`config.mk`:
```
export PLATFORM = sky130hd
export DESIGN_NAME = mrps_ctrl
export DESIGN_NICKNAME = d
export VERILOG_FILES = /design/src/hdl/mrps_pkg.sv /design/src/hdl/mrps_ctrl.sv
export SDC_FILE = /design/constraint.sdc
export NUM_CORES = 1
export LEC_CHECK = 0
export BUFFER_PORTS_ARGS = -buffer_cell sky130_fd_sc_hd__buf_2
export CORE_ASPECT_RATIO = 1.4
export CORE_UTILIZATION = 45
export DETAILED_ROUTE_END_ITERATION = 8
export PLACE_DENSITY = 0.75
export SLEW_MARGIN = 20
export SYNTH_ARGS = -nofsm -noshare
export SYNTH_HDL_FRONTEND = slang
export SYNTH_SLANG_ARGS = --single-unit
```
`constraint.sdc`:
```
create_clock -name i_clk -period 4.7 [get_ports i_clk]
set_input_delay 0.235 -clock i_clk [delete_from_list [all_inputs] [get_ports i_clk]]
set_output_delay 0.235 -clock i_clk [all_outputs]
set_load 0.005 [all_outputs]
```
`src/hdl/mrps_pkg.sv`:
```
// ----------------------------------------------------------------------------
// mrps_pkg
// constants, codes and controller/datapath types of the residue pair scorer
// ----------------------------------------------------------------------------
package mrps_pkg;

    // alignment size; the column count must stay a power of two
    localparam int NUM_SEQS = 8;
    localparam int NUM_COLS = 1024;

    localparam int ROW_W  = $clog2(NUM_SEQS);
    localparam int FCNT_W = $clog2(NUM_SEQS + 1);
    localparam int COL_W  = $clog2(NUM_COLS);
    localparam int DEPTH  = NUM_SEQS * NUM_COLS;
    localparam int ADDR_W = $clog2(DEPTH);

    // code and count widths
    localparam int CNT_W  = 11;
    localparam int CODE_W = CNT_W + 1;
    localparam logic [CNT_W-1:0] CNT_MAX = {CNT_W{1'b1}};

    // field widths
    localparam int CMD_W       = 2;
    localparam int SEQ_ROW_W   = 3;
    localparam int COLUMN_W    = 10;
    localparam int OUTCOME_W   = 2;
    localparam int IN_TDATA_W  = 16;
    localparam int OUT_TDATA_W = 8;

    // command codes
    localparam logic [CMD_W-1:0] CMD_LOAD_REF = 2'd0;
    localparam logic [CMD_W-1:0] CMD_LOAD_ALT = 2'd1;
    localparam logic [CMD_W-1:0] CMD_SCORE    = 2'd2;

    // outcome codes
    localparam logic [OUTCOME_W-1:0] OUT_GAP  = 2'd0;
    localparam logic [OUTCOME_W-1:0] OUT_MISS = 2'd1;
    localparam logic [OUTCOME_W-1:0] OUT_HIT  = 2'd2;

    // controller to datapath commands
    typedef struct packed {
        logic             load_ref;
        logic             load_alt;
        logic             cap_col;
        logic             fetch_re;
        logic [ROW_W-1:0] fetch_row;
        logic             store_en;
        logic [ROW_W-1:0] store_row;
        logic             row_start;
        logic [ROW_W-1:0] rsel;
        logic [ROW_W-1:0] row1;
        logic [ROW_W-1:0] row2;
        logic             alt_re;
        logic             alt_from_ram;
        logic             emit;
        logic             last;
    } t_dp_cmd;

    // datapath to controller status
    typedef struct packed {
        logic out_free;
    } t_dp_sts;

endpackage

```
`src/hdl/mrps_ctrl.sv`:
```
// ----------------------------------------------------------------------------
// mrps_ctrl
// controller: input acceptance, column fetch and row pair sequencing
// ----------------------------------------------------------------------------
module mrps_ctrl (
    input  logic                           i_clk,
    input  logic                           i_rst_n,
    input  logic                           i_s_tvalid,
    output logic                           o_s_tready,
    input  logic [mrps_pkg::CMD_W-1:0]     i_cmd_code,
    input  logic [mrps_pkg::SEQ_ROW_W-1:0] i_seq_row,
    input  logic [mrps_pkg::COLUMN_W-1:0]  i_column,
    input  mrps_pkg::t_dp_sts              i_sts,
    output mrps_pkg::t_dp_cmd              o_cmd
);

    import mrps_pkg::*;

    typedef enum logic [2:0] {
        S_IDLE,
        S_FETCH,
        S_ROW,
        S_PAIR_START,
        S_PAIR_RUN
    } t_state;

    t_state            r_state;
    t_state            n_state;
    logic [FCNT_W-1:0] r_fcnt;
    logic [FCNT_W-1:0] n_fcnt;
    logic [ROW_W-1:0]  r_r1;
    logic [ROW_W-1:0]  n_r1;
    logic [ROW_W-1:0]  r_r2;
    logic [ROW_W-1:0]  n_r2;

    logic accept;
    logic col_ok;
    logic row_ok;
    logic r2_end;
    logic r1_end;

    assign accept = i_s_tvalid && (r_state == S_IDLE);
    assign col_ok = 32'(i_column) < NUM_COLS;
    assign row_ok = 32'(i_seq_row) < NUM_SEQS;
    assign r2_end = 32'(r_r2) == NUM_SEQS - 1;
    assign r1_end = 32'(r_r1) == NUM_SEQS - 2;

    // next state and datapath commands
    always_comb begin
        n_state = r_state;
        n_fcnt  = r_fcnt;
        n_r1    = r_r1;
        n_r2    = r_r2;
        o_cmd   = '0;
        o_cmd.row1 = r_r1;
        o_cmd.row2 = r_r2;
        o_cmd.rsel = r_r2;
        case (r_state)
            S_IDLE: begin
                if (accept && col_ok) begin
                    case (i_cmd_code)
                        CMD_LOAD_REF: o_cmd.load_ref = row_ok;
                        CMD_LOAD_ALT: o_cmd.load_alt = row_ok;
                        CMD_SCORE: begin
                            o_cmd.cap_col = 1'b1;
                            n_fcnt  = '0;
                            n_state = S_FETCH;
                        end
                        default: ;
                    endcase
                end
            end
            S_FETCH: begin
                // the registered read returns each code in the cycle after its address
                o_cmd.fetch_re  = 32'(r_fcnt) < NUM_SEQS;
                o_cmd.fetch_row = r_fcnt[ROW_W-1:0];
                o_cmd.store_en  = r_fcnt != '0;
                o_cmd.store_row = ROW_W'(r_fcnt - 1'b1);
                n_fcnt = r_fcnt + 1'b1;
                if (32'(r_fcnt) == NUM_SEQS) begin
                    n_r1    = '0;
                    n_state = S_ROW;
                end
            end
            S_ROW: begin
                o_cmd.rsel      = r_r1;
                o_cmd.row_start = 1'b1;
                n_r2    = r_r1 + 1'b1;
                n_state = S_PAIR_START;
            end
            S_PAIR_START: begin
                o_cmd.alt_re       = 1'b1;
                o_cmd.alt_from_ram = 1'b1;
                n_state = S_PAIR_RUN;
            end
            S_PAIR_RUN: begin
                if (i_sts.out_free) begin
                    o_cmd.emit = 1'b1;
                    o_cmd.last = r1_end && r2_end;
                    if (r2_end) begin
                        if (r1_end) begin
                            n_state = S_IDLE;
                        end else begin
                            n_r1    = r_r1 + 1'b1;
                            n_state = S_ROW;
                        end
                    end else begin
                        // prefetch the next row two code
                        n_r2         = r_r2 + 1'b1;
                        o_cmd.alt_re = 1'b1;
                        o_cmd.row2   = r_r2 + 1'b1;
                    end
                end
            end
            default: n_state = S_IDLE;
        endcase
    end

    // state and counters
    always_ff @(posedge i_clk) begin
        if (!i_rst_n) begin
            r_state <= S_IDLE;
            r_fcnt  <= '0;
            r_r1    <= '0;
            r_r2    <= '0;
        end else begin
            r_state <= n_state;
            r_fcnt  <= n_fcnt;
            r_r1    <= n_r1;
            r_r2    <= n_r2;
        end
    end

    assign o_s_tready = (r_state == S_IDLE);

endmodule

```
==> metrics.md, run 1 <==
| Metric | Value |
|---|---|
| Initial Util | 0.493 |
| Final GP Congestion | 0.840 |
| Antenna cell count | 0 |
| Die Area | 2640 um2 |
| Core Footprint | 2230 um2 |
| GR Util met2 | 0.390 |
| RSZ-0062 raised after global routing | false |
| Clock sinks | 13 |
| Via density | 5.83 |
| Sequential area share after synthesis | 0.237 |
| Met1 GRT Util | 0.232 |
| Layout cell share with drive strength beyond 1 | 0.286 |
| Crit-path cells | nand4bb_1, nor2_1, mux2_2, buf_2 |
| Worst Hold Depth | 4 |
| Register area | 260 um2 |
| Vias in the first global route | 938 |
| # H-tree levels | 1 |
| Later-pin clock latency in the skew report | 280 ps |
| Final setup fails | 0 |
| Slowest cell on crit path | dfxtp_1 |
| Post-DR wirelength/cell | 13.7 um |
| Failing checks | design-rule violations |
| Mapped Nets | 162 |
| Clock Tree Root | clkbuf_4 |
| Data arrival time of the critical path | 2240 ps |
| Slew Limit Headroom | 0.616 |
| Worst hold slack | 278 ps |
| Remaining global-route overflow | 0 |
| Vias | 1,066 |
| Post-synth top cells | nand2_1, dfxtp_1, inv_1 |
| Busiest grt layer | met2 |
| Yosys top cell area share | 0.237 |
| Initial antenna violation count | 0 |
| R2r endpoint | r_r2[1] |
| Final Slew Violations | 0 |
| Placed Cells incl. Taps | 179 |
| # fillers | 219 |
| Drc violations | 3 |
| Worst r2r src | r_r2[0] |
| Fin crit share | 0.527 |
| Worst Path Max Fanout | 16 |
| Final Instance Count excl. Fillers | 183 |
| Mapped Cells | 136 |
| Cell family with most CP delay | simple AND/OR/NAND/NOR gates |
| Number of flops mapped to enable cells by yosys | 0 |
| Outcome | finished, violations left |
| Hold EP | r_state[2] |
| Fmax achieved | 0.404 GHz |
| Final antenna-violating net count | 0 |
| R2R setup slack | 2790 ps |
| Most frequent cell after synthesis | nand2_1 |
| Worst hold path startpoint | i_sts |
| Post-CTS sizing | 0 |
| Routed WL | 2.51 mm |
| Hold WC Path Type | in -> reg |
| Die height | 60.4 um |
| Final HPWL DP | 1.84 mm |
| PD cells | 185 nW/um2 |
| Clock Pin Slew Worst Setup and Hold Paths | 90 ps |
| Number of max-cap violations | 0 |
| Multi-input logic area | 726 um2 |
| Worst path required time | 4470 ps |
| Area contributors post-synth | dfxtp_1, ha_1, nand2_1 |
| DR pass1 iterations | 6 |
| GRT Resource Usage Total | 0.206 |
| Final nets | 188 |
| Post-synthesis sequential element count | 13 |
| CTS hold repair buffers | 0 |
| # IOs | 45 |
| Post-CTS Setup Inserts | 0 |
| Post-synth ARST share | 0 |
| Clock Skew | 1.48 ps |
| CTS tree | built |
| Worst Tran Pin Value | 576 ps |
| Met3 Usage GRT | 0.0179 |
| Syn Area/Cell | 8.07 um2 |
| P_leak | 0.000565 uW |
| Number of library cell types mapped by synthesis | 48 |
| Synthesis-to-finish area growth | 13.7% |
| Top FF cell, synth | dfxtp_1 |
| Fin Setup TNS | 0 ps |
| CP bufs+invs | 1 |
| Clk buf depth | 2 |
| Warnings, synthesis | 0 |
| Mapped Area | 1100 um2 |
| FP Rows | 20 |
| CP Launch Type | register |
| Reg2reg path depth | 5 |
| Worst Path Class, Setup | reg -> out |
| Leading area contributor after synthesis | dfxtp_1 |
| Initial drt markers | 42 |
| Hold Violations, Final | 0 |
| Period minus WS final | 2480 ps |
| Chip Width | 43.7 um |
| First-pass GRT wire length | 4.10 mm |
| Peak per-stage delay on the critical path | 630 ps |
| Largest net degree at the start of global routing | 17 |
| CP endpoint kind | output port |
| Peak VDD IR | 0.132 mV |
| Num CTS Buffers | 3 |
| IO buf count | 31 |
-- placed cells by master, fill, tap and decap left out, types with 4 or more instances in the layout --
cell type,n
a21oi_1,4
buf_2,31
dfxtp_1,13
ha_1,7
inv_1,13
nand2_1,14
nand3_1,4
nor2_1,11
o21ai_0,5
xnor2_1,4
-- cells by family (layout without fill, tap and decap cells) --
| logic type | after synthesis | in the layout | share of synthesized area |
|---|---|---|---|
| simple gates | 55 | 55 | 0.314 |
| compound gates | 28 | 28 | 0.188 |
| mux | 5 | 5 | 0.0479 |
| flops | 13 | 13 | 0.237 |
| xor+xnor | 4 | 4 | 0.0319 |
| fa+ha+maj | 7 | 7 | 0.0798 |
| buf+inv | 24 | 49 | 0.101 |
-- layout make-up --
class                   instances  share of cell area
multi-input cells              99               0.582
flip-flops and latches         13               0.209
repair buffers                 31               0.124
inverters                      14              0.0421
well taps                      22              0.0221
clock buffers                   4              0.0211
-- how the worst max path moves through the flow --
stage	start	end	slack, ps	depth (start not counted)
after global routing	r_state[2]	o_cmd[5]	2010	4
after global placement	r_state[2]	o_cmd[5]	2580	4
after detailed placement	r_state[2]	o_cmd[5]	2550	4
after floorplan	r_r2[0]	r_r2[2]	2950	6
final	r_state[2]	o_cmd[5]	2220	4
after CTS	r_state[2]	o_cmd[5]	2240	4
-- power breakdown --
part	total (uW)	internal, uW	switching, uW
Sequential	119	113	5.45
Clock	72.8	32.9	39.9
Combinational	39.7	18.4	21.3
Total	231	164	66.6
-- per-layer routing --
layer,vias up,routed length (um)
li1,534,-
met1,500,1080
met2,28,1310
met3,4,90
met4,0,25
met5,-,0
-- stage by stage --
| stage | instance area (um2) | util | power [uW] | setup slack, ps |
|---|---|---|---|---|
| global placement | 1220 | 0.548 | 160 | 2580 |
| CTS | 1250 | 0.560 | 232 | 2240 |
| floorplan | 1100 | - | 149 | 2950 |
| finish | 1250 | 0.560 | 231 | 2220 |
| detailed placement | 1220 | 0.548 | 161 | 2550 |
| global route | 1250 | 0.560 | 241 | 2010 |
-- flip-flops by register name, summed over array words and instances (netlist names) --
| signal | count |
|---|---|
| r_r1 | 3 |
| r_r2 | 3 |
| r_state | 3 |
| r_fcnt | 4 |
-- worst register-to-register path: stages (launching register included) --
cell and delay (ps):
dfxtp_1 350, ha_1 220, ha_1 300, or4bb_1 530
a21oi_2 230, mux2i_1 210
Power figures use the tool's default switching activity.
==> run 2: changes to the inputs <==
- clock period: 4.7 -> 2.45 ns (I/O delays scaled with it)
==> run 2 against run 1 <==
  * The run still ends with design-rule violations left
  * Utilization increased by 0.34 points
  * Die area unchanged
  * Global-route usage increased by 0.75 points
  * Clock power increased by 83%
  * Sequential share of layout area decreased by 0.12 points
  * Hold slack got worse by 120 ps
  * Via count decreased by 0.28%
  * Cell area increased by 0.60%
  * Non-clock buffer count increased by 1
  * Power increased by 89%
  * Register-to-register slack got worse by 2300 ps
  * First-iteration DRC count decreased by 26%
  * Critical endpoint is now o_cmd[11]
  * Largest power group unchanged
==> metrics.md, run 2 (same netlist as run 1, synthesis figures left out) <==
| Metric | Value |
|---|---|
| Final Slew Violations | 0 |
| Post-DR wirelength/cell | 14.0 um |
| Clock power frac | 0.304 |
| Data arrival time of the critical path | 1980 ps |
| Clk buf depth | 2 |
| Post-CTS sizing | 0 |
| Net Switching | 121 uW |
| Chip Width | 43.7 um |
| Die height | 60.4 um |
| Initial Util | 0.493 |
| FP Rows | 20 |
| Commonest non-fill, non-tap cell in the layout | buf_2 |
| Clock sinks | 13 |
| Vias | 1,063 |
| Worst Hold Depth | 4 |
| Worst r2r src | r_r2[0] |
| Peak VDD IR | 0.267 mV |
| Failing checks | design-rule violations |
| Biggest register | r_fcnt |
| Comb pwr share | 0.176 |
| Net Sw Frac | 0.278 |
| Hold Violations, Final | 0 |
| R2r endpoint | r_r2[1] |
| Slew Limit Headroom | 0.616 |
| Final nets | 189 |
| Via density | 5.78 |
| Hold WC Path Type | in -> reg |
| Fin crit share | 0.857 |
| # H-tree levels | 1 |
| Initial drt markers | 31 |
| Final HPWL DP | 1.92 mm |
| Max reg flops | 4 |
| Remaining global-route overflow | 0 |
| Largest net degree at the start of global routing | 17 |
| Final antenna-violating net count | 0 |
| P_leak | 0.000569 uW |
| Layout cell share with drive strength beyond 1 | 0.290 |
| Clock Tree Root | clkbuf_4 |
| Antenna cell count | 0 |
| DR pass1 iterations | 8 |
| Sequential Power Share | 0.520 |
| CP Launch Type | register |
| Worst Path Max Fanout | 16 |
| Final Instance Count excl. Fillers | 184 |
| Later-pin clock latency in the skew report | 270 ps |
| Period minus WS final | 2100 ps |
| Outcome | finished, violations left |
| Synthesis-to-finish area growth | 14.4% |
| Fmax achieved | 0.476 GHz |
| Clock Skew | 0.602 ps |
| Post-CTS Setup Inserts | 0 |
| Routed WL | 2.57 mm |
| Worst Setup SP | r_state[1] |
| Most frequent cells in the layout | buf_2, nand2_1, inv_1, dfxtp_1, nor2_1 |
| Die Area | 2640 um2 |
| Number of max-cap violations | 0 |
| CP endpoint kind | output port |
| RSZ-0062 raised after global routing | false |
| # IOs | 45 |
| CTS tree | built |
| GRT Resource Usage Total | 0.213 |
| Worst Tran Pin Value | 576 ps |
| Core Footprint | 2230 um2 |
| Num CTS Buffers | 3 |
| Placed Cells incl. Taps | 180 |
| Worst hold path startpoint | i_sts |
| Worst path required time | 2330 ps |
| Worst Path Class, Setup | reg -> out |
| First-pass GRT wire length | 4.26 mm |
| Reg2reg path depth | 5 |
| Final GP Congestion | 0.861 |
| IO buf count | 31 |
| Fin Setup TNS | 0 ps |
| Hold EP | r_state[2] |
| CTS hold repair buffers | 0 |
| PD cells | 348 nW/um2 |
| Vias in the first global route | 984 |
| Clock Pin Slew Worst Setup and Hold Paths | 80 ps |
| Final setup fails | 0 |
| R2R setup slack | 540 ps |
| Internal power | 316 uW |
| Drc violations | 3 |
| Initial antenna violation count | 0 |
run 2: changes by cell type in the layout (fill, tap and decap cells not counted), sizes merged:
cell	delta
buf	+1
run 2: worst max-delay path: stages (launching register included):
cell and delay [ps]:
dfxtp_1 660, nor3b_2 540, mux2_2 390, buf_2 120
run 2: metal layers:
metal | global-route usage | wire, um | up-vias
met4 | 0.0938 | 18 | 0
li1 | - | - | 532
met2 | 0.386 | 1370 | 47
met5 | 0 | 0 | -
met3 | 0.0179 | 137 | 2
met1 | 0.253 | 1050 | 482
run 2: final cells by class:
type	instances	area, um2
Inverter	14	52.6
Multi-Input combinational cell	99	726
Fill cell	223	972
Timing Repair Buffer	32	163
Sequential cell	13	260
Tap cell	22	27.5
Clock buffer	4	26.3
run 2: worst max-delay path by stage:
stage | end | cells after the start
after floorplan | r_r2[2] | 6
after global placement | r_r2[1] | 5
after detailed placement | r_r2[1] | 5
after CTS | o_cmd[5] | 5
after global routing | o_cmd[11] | 3
final | o_cmd[11] | 3
run 2: power by group through the flow:
stage                     Combinational (uW)  Clock (uW)  Sequential [uW]
after detailed placement                76.7           0              232
after floorplan                         58.3           0              227
after CTS                               77.3         139              227
after global placement                  74.7           0              232
after global routing                    86.2         147              229
final                                   76.8         133              227
run 2: per-stage QoR:
| stage | area, um2 | power, uW | setup WS (ps) | util | hold WS (ps) |
|---|---|---|---|---|---|
| final | 1250 | 437 | 349 | 0.563 | 158 |
| after global routing | 1250 | 462 | 242 | 0.563 | 172 |
| after CTS | 1250 | 444 | 326 | 0.563 | 153 |
| after detailed placement | 1230 | 309 | 534 | 0.552 | 452 |
| after global placement | 1230 | 306 | 596 | 0.552 | 444 |
| after floorplan | 1100 | 285 | 699 | - | 278 |
